===== config.mk =====
export PLATFORM = sky130hd
export DESIGN_NAME = xy_wormhole_router_switch_flat
export DESIGN_NICKNAME = d
export VERILOG_FILES = /design/src/design/xyr_pkg.sv /design/src/design/xyr_if.sv /design/src/design/xyr_cfg_regs.sv /design/src/design/xyr_in_stage.sv /design/src/design/xyr_engine.sv /design/src/design/xy_wormhole_router_switch.sv /design/src/flat_wrapper.sv
export VERILOG_INCLUDE_DIRS = /design/src /design/src/design
export SDC_FILE = /design/constraint.sdc
export NUM_CORES = 1
export LEC_CHECK = 0
export ABC_AREA = 0
export BUFFER_PORTS_ARGS = -buffer_cell sky130_fd_sc_hd__buf_2
export CAP_MARGIN = 40
export CORE_MARGIN = 2
export CORE_UTILIZATION = 30
export CTS_BUF_LIST = sky130_fd_sc_hd__clkbuf_16
export DETAILED_ROUTE_END_ITERATION = 7
export PLACE_DENSITY_LB_ADDON = 0.12
export SETUP_SLACK_MARGIN = 0.4
export SYNTH_ARGS = -nofsm -noshare
export SYNTH_HDL_FRONTEND = slang
export SYNTH_HIERARCHICAL = 1
export SYNTH_SLANG_ARGS = --single-unit

===== constraint.sdc =====
create_clock -name clk -period 4.8 [get_ports clk]
set_clock_uncertainty 0.15 [all_clocks]
set_input_delay 0.48 -clock clk [delete_from_list [all_inputs] [get_ports clk]]
set_output_delay 0.48 -clock clk [all_outputs]
set_load 0.02 [all_outputs]

===== src/design/xy_wormhole_router_switch_assert.svh =====
// Assertion macros for the XY wormhole router switch.
// Each macro expects clk and rst_n in the scope where it is used.
`ifndef XY_WORMHOLE_ROUTER_SWITCH_ASSERT_SVH
`define XY_WORMHOLE_ROUTER_SWITCH_ASSERT_SVH

// Consequent checked in the same cycle as the antecedent.
`define XYR_ASSERT_SAME(label, ante, cons, msg) \
    label: assert property (@(posedge clk) disable iff (!rst_n) (ante) |-> (cons)) \
        else $error(msg);

// Consequent checked in the cycle after the antecedent.
`define XYR_ASSERT_NEXT(label, ante, cons, msg) \
    label: assert property (@(posedge clk) disable iff (!rst_n) (ante) |=> (cons)) \
        else $error(msg);

`endif


===== src/design/xyr_pkg.sv =====
`timescale 1ns / 1ps
// ----------------------------------------------------------------------------
// xyr_pkg
// Shared types, port codes and helper functions for the XY wormhole router.
// ----------------------------------------------------------------------------
package xyr_pkg;

    localparam int FLIT_WIDTH  = 16;
    localparam int NPORTS      = 5;
    localparam int PORT_W      = 3;
    localparam int COORD_W     = 4;
    localparam int CFG_INDEX_W = 2;
    localparam int CFG_DATA_W  = 5;

    // Port codes, shared by inputs and outputs
    localparam logic [PORT_W-1:0] PORT_EAST  = 3'd0;
    localparam logic [PORT_W-1:0] PORT_WEST  = 3'd1;
    localparam logic [PORT_W-1:0] PORT_NORTH = 3'd2;
    localparam logic [PORT_W-1:0] PORT_SOUTH = 3'd3;
    localparam logic [PORT_W-1:0] PORT_LOCAL = 3'd4;

    // Configuration register indexes
    localparam logic [CFG_INDEX_W-1:0] CFG_ROUTER_X      = 2'd0;
    localparam logic [CFG_INDEX_W-1:0] CFG_ROUTER_Y      = 2'd1;
    localparam logic [CFG_INDEX_W-1:0] CFG_OUT_CONNECTED = 2'd2;

    localparam logic [NPORTS-1:0] OUT_CONNECTED_RESET = 5'h1F;

    typedef struct packed {
        logic [NPORTS-1:0]     queue_nonempty;
        logic [FLIT_WIDTH-1:0] head_east;
        logic [FLIT_WIDTH-1:0] head_west;
        logic [FLIT_WIDTH-1:0] head_north;
        logic [FLIT_WIDTH-1:0] head_south;
        logic [FLIT_WIDTH-1:0] head_local;
    } item_t;

    typedef struct packed {
        logic                  pop_valid;
        logic [PORT_W-1:0]     pop_port;
        logic                  push_valid;
        logic [PORT_W-1:0]     push_port;
        logic [FLIT_WIDTH-1:0] push_flit;
        logic                  route_error;
    } result_t;

    typedef struct packed {
        logic [COORD_W-1:0] router_x;
        logic [COORD_W-1:0] router_y;
        logic [NPORTS-1:0]  out_connected;
    } cfg_t;

    // Head flit of the given input port
    function automatic logic [FLIT_WIDTH-1:0] head_of(item_t it, logic [PORT_W-1:0] port);
        logic [FLIT_WIDTH-1:0] flit;
        case (port)
            PORT_EAST:  flit = it.head_east;
            PORT_WEST:  flit = it.head_west;
            PORT_NORTH: flit = it.head_north;
            PORT_SOUTH: flit = it.head_south;
            PORT_LOCAL: flit = it.head_local;
            default:    flit = '0;
        endcase
        return flit;
    endfunction

    // Dimension-ordered route: x first, then y
    function automatic logic [PORT_W-1:0] xy_route(cfg_t cfg, logic [FLIT_WIDTH-1:0] flit);
        logic [COORD_W-1:0] tx;
        logic [COORD_W-1:0] ty;
        logic [PORT_W-1:0]  port;
        tx = flit[7:4];
        ty = flit[3:0];
        if (cfg.router_x == tx) begin
            if (cfg.router_y == ty)
                port = PORT_LOCAL;
            else if (cfg.router_y > ty)
                port = PORT_SOUTH;
            else
                port = PORT_NORTH;
        end
        else if (cfg.router_x > tx)
            port = PORT_WEST;
        else
            port = PORT_EAST;
        return port;
    endfunction

endpackage


===== src/design/xyr_if.sv =====
`timescale 1ns / 1ps
// ----------------------------------------------------------------------------
// xyr_if
// Valid/ready channel interfaces: input items, results, configuration writes.
// ----------------------------------------------------------------------------
interface xyr_item_if;
    logic          valid;
    logic          ready;
    xyr_pkg::item_t data;

    modport source (output valid, output data, input ready);
    modport sink (input valid, input data, output ready);
endinterface

interface xyr_result_if;
    logic             valid;
    logic             ready;
    xyr_pkg::result_t data;

    modport source (output valid, output data, input ready);
    modport sink (input valid, input data, output ready);
endinterface

interface xyr_cfg_if;
    logic                               valid;
    logic                               ready;
    logic [xyr_pkg::CFG_INDEX_W-1:0]    index;
    logic [xyr_pkg::CFG_DATA_W-1:0]     wdata;

    modport source (output valid, output index, output wdata, input ready);
    modport sink (input valid, input index, input wdata, output ready);
endinterface


===== src/design/xyr_cfg_regs.sv =====
`timescale 1ns / 1ps
// ----------------------------------------------------------------------------
// xyr_cfg_regs
// Configuration registers: router coordinates and connected-output mask.
// ----------------------------------------------------------------------------
module xyr_cfg_regs (
    input  logic          clk,
    input  logic          rst_n,
    xyr_cfg_if.sink       cfg,
    output xyr_pkg::cfg_t cfg_val
);

    xyr_pkg::cfg_t cfg_reg;
    xyr_pkg::cfg_t cfg_next;

    assign cfg.ready = 1'b1;
    assign cfg_val   = cfg_reg;

    always_comb
    begin
        cfg_next = cfg_reg;
        if (cfg.valid) begin
            case (cfg.index)
                xyr_pkg::CFG_ROUTER_X:
                    cfg_next.router_x = cfg.wdata[xyr_pkg::COORD_W-1:0];
                xyr_pkg::CFG_ROUTER_Y:
                    cfg_next.router_y = cfg.wdata[xyr_pkg::COORD_W-1:0];
                xyr_pkg::CFG_OUT_CONNECTED:
                    cfg_next.out_connected = cfg.wdata[xyr_pkg::NPORTS-1:0];
                default:
                    cfg_next = cfg_reg;   // drop writes to unmapped indexes
            endcase
        end
    end

    always_ff @(posedge clk or negedge rst_n)
    begin
        if (!rst_n) begin
            cfg_reg.router_x      <= '0;
            cfg_reg.router_y      <= '0;
            cfg_reg.out_connected <= xyr_pkg::OUT_CONNECTED_RESET;
        end
        else begin
            cfg_reg <= cfg_next;
        end
    end

endmodule


===== src/design/xyr_in_stage.sv =====
`timescale 1ns / 1ps
// ----------------------------------------------------------------------------
// xyr_in_stage
// Input register: captures one beat per cycle while ready and holds it until advanced.
// ----------------------------------------------------------------------------
module xyr_in_stage (
    input  logic           clk,
    input  logic           rst_n,
    xyr_item_if.sink       item,
    input  logic           advance,
    output logic           hold_valid,
    output xyr_pkg::item_t hold_data
);

    logic           valid_reg;
    logic           valid_next;
    xyr_pkg::item_t data_reg;

    // Take a new beat when empty or when the held beat moves on this cycle
    assign item.ready = !valid_reg || advance;
    assign hold_valid = valid_reg;
    assign hold_data  = data_reg;

    always_comb
    begin
        valid_next = valid_reg;
        if (item.ready)
            valid_next = item.valid;
    end

    always_ff @(posedge clk or negedge rst_n)
    begin
        if (!rst_n)
            valid_reg <= 1'b0;
        else
            valid_reg <= valid_next;
    end

    always_ff @(posedge clk)
    begin
        if (item.valid && item.ready)
            data_reg <= item.data;
    end

endmodule


===== src/design/xyr_engine.sv =====
`timescale 1ns / 1ps
// ----------------------------------------------------------------------------
// xyr_engine
// Arbitration / header / length / burst sequencer with XY route selection.
// ----------------------------------------------------------------------------
`include "xy_wormhole_router_switch_assert.svh"

module xyr_engine (
    input  logic             clk,
    input  logic             rst_n,
    input  logic             fire,
    input  xyr_pkg::item_t   data,
    input  xyr_pkg::cfg_t    cfg_val,
    output xyr_pkg::result_t res
);

    localparam logic [1:0] PH_ARB    = 2'd0;
    localparam logic [1:0] PH_HEADER = 2'd1;
    localparam logic [1:0] PH_LEN    = 2'd2;
    localparam logic [1:0] PH_BURST  = 2'd3;

    logic [1:0]                      phase_reg;
    logic [1:0]                      phase_next;
    logic [xyr_pkg::PORT_W-1:0]      rr_reg;
    logic [xyr_pkg::PORT_W-1:0]      rr_next;
    logic [xyr_pkg::PORT_W-1:0]      src_reg;
    logic [xyr_pkg::PORT_W-1:0]      src_next;
    logic [xyr_pkg::PORT_W-1:0]      tgt_reg;
    logic [xyr_pkg::PORT_W-1:0]      tgt_next;
    logic [xyr_pkg::FLIT_WIDTH-1:0]  flits_left_reg;
    logic [xyr_pkg::FLIT_WIDTH-1:0]  flits_left_next;

    logic [xyr_pkg::FLIT_WIDTH-1:0]  rr_head;
    logic [xyr_pkg::FLIT_WIDTH-1:0]  src_head;
    logic [xyr_pkg::PORT_W-1:0]      route;

    assign rr_head  = xyr_pkg::head_of(data, rr_reg);
    assign src_head = xyr_pkg::head_of(data, src_reg);
    assign route    = xyr_pkg::xy_route(cfg_val, rr_head);

    always_comb
    begin
        phase_next      = phase_reg;
        rr_next         = rr_reg;
        src_next        = src_reg;
        tgt_next        = tgt_reg;
        flits_left_next = flits_left_reg;
        res             = '0;

        case (phase_reg)
            PH_ARB:
            begin
                // Stay on a ready port, otherwise move round-robin
                if (data.queue_nonempty[rr_reg])
                    phase_next = PH_HEADER;
                else if (rr_reg == xyr_pkg::PORT_LOCAL)
                    rr_next = xyr_pkg::PORT_EAST;
                else
                    rr_next = rr_reg + 3'd1;
            end
            PH_HEADER:
            begin
                if (data.queue_nonempty[rr_reg]) begin
                    src_next      = rr_reg;
                    tgt_next      = route;
                    res.pop_valid = 1'b1;
                    res.pop_port  = rr_reg;
                    if (!cfg_val.out_connected[route]) begin
                        // Drop the header and rearbitrate
                        res.route_error = 1'b1;
                        phase_next      = PH_ARB;
                    end
                    else begin
                        res.push_valid = 1'b1;
                        res.push_port  = route;
                        res.push_flit  = rr_head;
                        phase_next     = PH_LEN;
                    end
                end
            end
            PH_LEN:
            begin
                if (data.queue_nonempty[src_reg]) begin
                    flits_left_next = src_head;
                    res.pop_valid   = 1'b1;
                    res.pop_port    = src_reg;
                    res.push_valid  = 1'b1;
                    res.push_port   = tgt_reg;
                    res.push_flit   = src_head;
                    phase_next      = PH_BURST;
                end
            end
            PH_BURST:
            begin
                if (flits_left_reg == '0) begin
                    phase_next = PH_ARB;
                end
                else if (data.queue_nonempty[src_reg]) begin
                    res.pop_valid   = 1'b1;
                    res.pop_port    = src_reg;
                    res.push_valid  = 1'b1;
                    res.push_port   = tgt_reg;
                    res.push_flit   = src_head;
                    flits_left_next = flits_left_reg - (xyr_pkg::FLIT_WIDTH)'(1);
                end
            end
            default:
            begin
                phase_next = PH_ARB;
            end
        endcase
    end

    always_ff @(posedge clk or negedge rst_n)
    begin
        if (!rst_n) begin
            phase_reg      <= PH_ARB;
            rr_reg         <= xyr_pkg::PORT_LOCAL;
            src_reg        <= '0;
            tgt_reg        <= '0;
            flits_left_reg <= '0;
        end
        else if (fire) begin
            phase_reg      <= phase_next;
            rr_reg         <= rr_next;
            src_reg        <= src_next;
            tgt_reg        <= tgt_next;
            flits_left_reg <= flits_left_next;
        end
    end

    `XYR_ASSERT_SAME(a_rr_in_range, 1'b1, rr_reg <= xyr_pkg::PORT_LOCAL,
                     "rr pointer out of range")
    `XYR_ASSERT_SAME(a_error_drops, res.route_error, res.pop_valid && !res.push_valid,
                     "route error beat pushed")
    `XYR_ASSERT_NEXT(a_len_loads,
                     fire && phase_reg == PH_LEN && data.queue_nonempty[src_reg],
                     phase_reg == PH_BURST && flits_left_reg == $past(res.push_flit),
                     "length flit not loaded")
    `XYR_ASSERT_NEXT(a_hold_idle, !fire,
                     $stable(phase_reg) && $stable(rr_reg) && $stable(flits_left_reg),
                     "state moved without a beat")

endmodule


===== src/design/xy_wormhole_router_switch.sv =====
`timescale 1ns / 1ps
// ----------------------------------------------------------------------------
// xy_wormhole_router_switch
// Five-port wormhole router switch: round-robin input arbitration, XY route,
// at most one flit moved per beat, with a registered result per input beat.
// ----------------------------------------------------------------------------
//  channel   role   beat carries
//  item      sink   queue_nonempty + five head flits
//  result    source pop / push / route_error decision
//  cfg       sink   register index + write data (always ready)
//
//  One beat accepted per cycle unless the result side stalls; one result per
//  beat. Each result is registered (input register, then result register).
//  rst_n clears the sequencer, the pointer (to local) and both valid flags.
//  A stalled result register holds and backs up into the input register;
//  item.ready drops only when both are full.
// ----------------------------------------------------------------------------
module xy_wormhole_router_switch (
    input  logic        clk,
    input  logic        rst_n,
    xyr_item_if.sink    item,
    xyr_result_if.source result,
    xyr_cfg_if.sink     cfg
);

    xyr_pkg::cfg_t    cfg_val;
    xyr_pkg::item_t   hold_data;
    xyr_pkg::result_t step_res;
    logic             hold_valid;
    logic             advance;

    logic             out_valid_reg;
    logic             out_valid_next;
    xyr_pkg::result_t out_data_reg;

    // Advance the held beat when the result slot is free or being drained
    assign advance = hold_valid && (!out_valid_reg || result.ready);

    xyr_cfg_regs u_cfg_regs (
        .clk     (clk),
        .rst_n   (rst_n),
        .cfg     (cfg),
        .cfg_val (cfg_val)
    );

    xyr_in_stage u_in_stage (
        .clk        (clk),
        .rst_n      (rst_n),
        .item       (item),
        .advance    (advance),
        .hold_valid (hold_valid),
        .hold_data  (hold_data)
    );

    xyr_engine u_engine (
        .clk     (clk),
        .rst_n   (rst_n),
        .fire    (advance),
        .data    (hold_data),
        .cfg_val (cfg_val),
        .res     (step_res)
    );

    assign result.valid = out_valid_reg;
    assign result.data  = out_data_reg;

    always_comb
    begin
        out_valid_next = out_valid_reg;
        if (advance)
            out_valid_next = 1'b1;
        else if (result.ready)
            out_valid_next = 1'b0;
    end

    always_ff @(posedge clk or negedge rst_n)
    begin
        if (!rst_n)
            out_valid_reg <= 1'b0;
        else
            out_valid_reg <= out_valid_next;
    end

    always_ff @(posedge clk)
    begin
        if (advance)
            out_data_reg <= step_res;
    end

endmodule


===== src/flat_wrapper.sv =====
// flat-port wrapper written by rule: the top's interface ports become plain ports
module xy_wormhole_router_switch_flat 
  (clk, rst_n, item_valid, item_data, item_ready, result_valid, result_data, result_ready, cfg_valid, cfg_index, cfg_wdata, cfg_ready);
  xyr_item_if item_i ();
  xyr_result_if result_i ();
  xyr_cfg_if cfg_i ();
  input  logic clk;
  input  logic rst_n;
  input wire logic [$bits(item_i.valid)-1:0] item_valid;
  input wire logic [$bits(item_i.data)-1:0] item_data;
  output wire logic [$bits(item_i.ready)-1:0] item_ready;
  output wire logic [$bits(result_i.valid)-1:0] result_valid;
  output wire logic [$bits(result_i.data)-1:0] result_data;
  input wire logic [$bits(result_i.ready)-1:0] result_ready;
  input wire logic [$bits(cfg_i.valid)-1:0] cfg_valid;
  input wire logic [$bits(cfg_i.index)-1:0] cfg_index;
  input wire logic [$bits(cfg_i.wdata)-1:0] cfg_wdata;
  output wire logic [$bits(cfg_i.ready)-1:0] cfg_ready;
  assign item_i.valid = item_valid;
  assign item_i.data = item_data;
  assign item_ready = item_i.ready;
  assign result_valid = result_i.valid;
  assign result_data = result_i.data;
  assign result_i.ready = result_ready;
  assign cfg_i.valid = cfg_valid;
  assign cfg_i.index = cfg_index;
  assign cfg_i.wdata = cfg_wdata;
  assign cfg_ready = cfg_i.ready;
  xy_wormhole_router_switch u_core (.clk(clk), .rst_n(rst_n), .item(item_i), .result(result_i), .cfg(cfg_i));
endmodule

Word-level counts from Yosys, hierarchy flattened

Cells that the tools add are included.
Widths: inputs -> output; s select.

Register bits: 152
Memories: 0
Bits in read-only memories: 0
Logic and storage cells: 103
Memory bits (writable): 0
Latch bits: 0

Shift operators: 0
$add $sub $neg: 2
$lt $le $gt $ge: 5
Multiplexer cells: 31
Reductions and logical operators: 21
$mul: 0
Bitwise gates (word level): 1
Equal/unequal tests: 21
Divide/modulo/power cells: 0

Operators by type and width:

| kind                  | count |
|---|---|
| $pmux 16 s5           | 2 |
| $pmux 24 s3           | 1 |
| $mux 16               | 3 |
| $mux 24               | 2 |
| $pmux 16 s2           | 1 |
| $mux 25               | 1 |
| $mux 20               | 1 |
| $logic_not 16->1      | 1 |
| $sub 16x1->16 const B | 1 |
| $eq 3x2->1 const B    | 4 |
| $lt 3x4->1 const B    | 3 |
| $ne 2x2->1 const B    | 6 |
| $mux 2                | 5 |
| $reduce_and 5->1      | 2 |
| $bmux 1 s3            | 3 |
| $mux 3                | 3 |
| $eq 4x4->1            | 2 |
| $gt 4x4->1            | 2 |
| $mux 1                | 8 |
| $pmux 2 s4            | 1 |
| $reduce_and 2->1      | 4 |
| $eq 2x2->1 const B    | 3 |
| $eq 3x1->1 const B    | 2 |
| $eq 3x3->1 const B    | 2 |
| 10 further kinds      | 18 |

Longest topological paths before layout

Depth in word-level cells: 11
Mapped depth: 15
Gate-level depth less buffers: 13

By module

The synthesis kept the hierarchy.

By module, submodules not included:

| module                    | cells an instance | area each (um^2) | times used | seq. area each (um^2) |
|---|---|---|---|---|
| xyr_engine                | 426               | 3299.4           | 1          | 676.9 |
| xyr_in_stage              | 89                | 2606.2           | 1          | 2577.5 |
| xy_wormhole_router_switch | 29                | 794.5            | 1          | 775.7 |
| xyr_cfg_regs              | 31                | 523.0            | 1          | 331.6 |

Worst setup path after synthesis

Ideal clock, no wire load.

Kind: register to register
Start point: reg u_core/u_engine/rr_reg[1] (netlist bit)
End point: reg u_core.out_data_reg (netlist bit u_core/result.data[10]) (data pin)
Slack: 1419 ps
Arrival: 3070 ps
Stages on the path, launching flop included: 14
Library setup time: 160 ps
Cells stage by stage: dfrtp_1 > inv_1 > ha_1 > and2_1 > clkbuf_1 > buf_1 > a221oi_1 > ha_1 > nor2b_1 > o211ai_1 > a31oi_1 > a32oi_1 > nand4_1 > o22ai_1

RTL lines:

| item                   | line                            | text |
|---|---|---|
| start, declared        | xyr_engine.sv:24                | `logic [xyr_pkg::PORT_W-1:0] rr_reg;` |
| start signal, assigned | xyr_engine.sv:118               | `rr_reg <= xyr_pkg::PORT_LOCAL;` |
| start signal, assigned | xyr_engine.sv:125               | `rr_reg <= rr_next;` |
| end signal, assigned   | xy_wormhole_router_switch.sv:87 | `out_data_reg <= step_res;` |
| end, declared          | xy_wormhole_router_switch.sv:34 | `xyr_pkg::result_t out_data_reg;` |

==> impl_results.md <==
* Status: completed
* GRT Resource Usage Total at 17.20%
* Pre-CTS setup slack at 662.8 ps
* CTS Buffer Depth at 2
* Syn_nets at 686
* Final setup TNS at 0 ps
* Die height at 159.2 um
* Cell Pwr Density at 644.3 nW/um2
* Reg2reg end: u_core/result.data[16]
* Filler cell count at 2327
* Post-route worst setup slack at 725.1 ps
* Final core utilization at 37.77%
* Rel. slew slack at 44.38%
* Global-route wire length before repair at 33.08 mm
* Synth warnings at 6
* CP max stage cell: dfstp_2
* Comb power frac at 41.5%
* LEAKAGE at 3.451 nW
* Critical path required time at 4830 ps
* Final wirelength at 21.59 mm
* Max reg flops at 85
* End point of the critical path: u_core/result.data[16]
* Max-cap viol count at 0
* GPL Wtd Cong at 0.8559
* Syn Inst Count at 575
* CTS tree: done
* Final Cycle Share at 84.89%
* Crit path largest cell delay at 690 ps
* Worst Hold Class: primary input to flip-flop
* Antenna violations before repair at 0
* FF-to-FF setup slack at 730 ps
* Reg2reg start: u_core/u_engine/rr_reg[2]
* Post-DRT Antenna Nets at 0
* Total die area at 25340 um2
* RSZ-0062 raised after global routing: no
* Sequential area share after synthesis at 60.38%
* Post-CTS Setup Inserts at 0
* Post-layout min period at 4075 ps
* Io pins at 125
* Number of enable flip-flop cells after synthesis at 110
* DP Wirelength at 16.03 mm
* Final Setup Violations at 0
* Top post-synthesis cells by area: edfxtp_1 (46%), dfrtp_1 (12%), mux2_2 (5.1%)
* Least-Margin Pin Slew at 834.4 ps
* Vias at 5500
* Clk_lat worst skew at 430 ps
* Share of cells above drive strength 1 at 31.93%
* Non-Filler Instances at 1033
* Final Max Tran Viols at 0
* CP max FO at 17
* Number of diodes at 0
* Clk pin slew, worst setup/hold paths at 70 ps
* Number of port buffers at 123
* CP Launch Type: flip-flop
* Internal Pwr Total at 3.451 mW
* Post-synth top area share at 45.73%
* Net count, final at 812
* Drt pass-1 iters at 6
* Synth Flop Type: edfxtp_1
* CTS root buffer: clkbuf_16
* Initial DRC count at 497
* Syn-to-layout area delta at 23.09%
* CTS H-tree depth at 4
* WL/cell at 20.90 um
* Clock share of power at 24.0%
* Ys async rst share at 27.63%
* Initial cell density of the core at 30.68%
* #FFs+latches synth at 152
* Critical path startpoint: u_core/u_engine/rr_reg[2]
* Core area at 23540 um2
* Syn avg cell area at 12.56 um2
* Num CTS Buffers at 17
* Sw Ratio at 39.76%
* Placed cells at 1000
* Num rows at 56
* Drt drc at 0
* Synth cell types at 61
* Final Hold Vio Count at 0
* Peak supply drop at 0.0002650 V
* Worst Path Arrival at 4100 ps
* Commonest cells in the netlist: edfxtp_1 (110), a22oi_1 (48), nand2_1 (46)
* Vias in the first global route at 5389
* CP Class: flip-flop to flip-flop
* Count leader, synth: edfxtp_1
* Sw power at 2.277 mW
* Register-to-Register Path Depth at 11
* DR vias/cell at 5.324
* # clock sinks at 152
* Area leader, netlist: edfxtp_1
* FMAX at 0.2454 GHz
* Global route overflow at 0
* Sequential share of power at 34.5%
* CP Capture Type: flip-flop
* Crit path cell chain: inv_1, ha_1, a222oi_1, o21ai_0, ha_1, nand4_1, nand2b_1, a31oi_1, a32oi_2, nand2_1, o32ai_1
* Largest net degree at the start of global routing at 46
* Die width at 159.2 um
* Netlist Area Pre-Place at 7223 um2
* CP most frequent cell: ha_1
## final cells by class
| type | count | area, um2 | share of cell area [%] |
|---|---|---|---|
| well taps | 319 | 399.1 | 4.489 |
| multi-input cells | 376 | 2680 | 30.14 |
| inverters | 12 | 45.04 | 0.5066 |
| repair buffers | 142 | 805.8 | 9.063 |
| clock inverters | 15 | 173.9 | 1.956 |
| flip-flops and latches | 152 | 4362 | 49.06 |
| clock buffers | 17 | 425.4 | 4.785 |
## metal layers
layer  global-route usage [%]  vias up  wire (um)
li1                         -     2507          -
met1                    25.44     2740      10330
met2                    25.69      233       9726
met3                    3.490       20       1316
met4                    4.463        0        215
met5                        0        -          0
## timing repair
action	in CTS	in global routing
hold endpoints to repair	7	0
setup endpoints to repair	0	14
gates resized for setup	0	2
hold buffers	1	0
## kinds of logic after synthesis
logic type | Yosys count | synth area share (%)
and+or+nand+nor | 142 | 10.31
muxes | 40 | 6.115
DFF | 152 | 60.38
AOI/OAI and AO/OA | 179 | 18.02
adders and majority gates | 14 | 2.425
buffers and inverters | 47 | 2.702
other | 1 | 0.05192
## cell usage in the layout, fill, tap and decap left out, drive strengths merged, types with 15 or more instances in the layout
cell type / n
nor2: 31
mux2: 33
a21oi: 22
inv: 15
edfxtp: 110
o21ai: 22
a22oi: 48
buf: 141
clkbuf: 17
nand2: 47
dfrtp: 36
## stage by stage
step | hold WS (ps) | total power [mW] | cell area, um2
global route | 54.51 | 6.062 | 8891
finish | 69.48 | 5.728 | 8891
CTS | 57.47 | 5.711 | 8877
global placement | 340.2 | 4.273 | 8200
floorplan | 34.41 | 3.498 | 7223
detailed placement | 216.1 | 4.322 | 8268
## worst min-delay path by stage
stage | start | endpoint | slack (ps) | cells after the start
final | item_data[2] | u_core/u_in_stage/hold_data[2] | 70 | 1
after detailed placement | rst_n | u_core/u_cfg_regs/cfg_val[10] | 220 | 1
after global placement | u_core/u_engine/flits_left_reg[12] | u_core/u_engine/flits_left_reg[12] | 340 | 1
after CTS | item_data[46] | u_core/u_in_stage/hold_data[46] | 60 | 1
after global routing | item_data[57] | u_core/u_in_stage/hold_data[57] | 50 | 1
after floorplan | rst_n | u_core/result.valid | 30 | 0
## worst max-delay path, delay by kind of cell (launching register included)
kind	cells	cell delay [ps]
adder cells (fa/ha/maj)	2	820
AO/OA/AOI/OAI	5	1570
buffers and inverters	1	100
flip-flops	1	690
AND/OR/NAND/NOR	3	490
## power groups by stage
stage,sequential (mW),combinational [mW],clock (mW)
after floorplan,1.96,1.54,0
after global placement,2.00,2.27,0
after detailed placement,2.00,2.32,0
after CTS,1.97,2.33,1.40
after global routing,2.01,2.60,1.46
final,1.98,2.38,1.37
(Power assumes the default switching activity.)
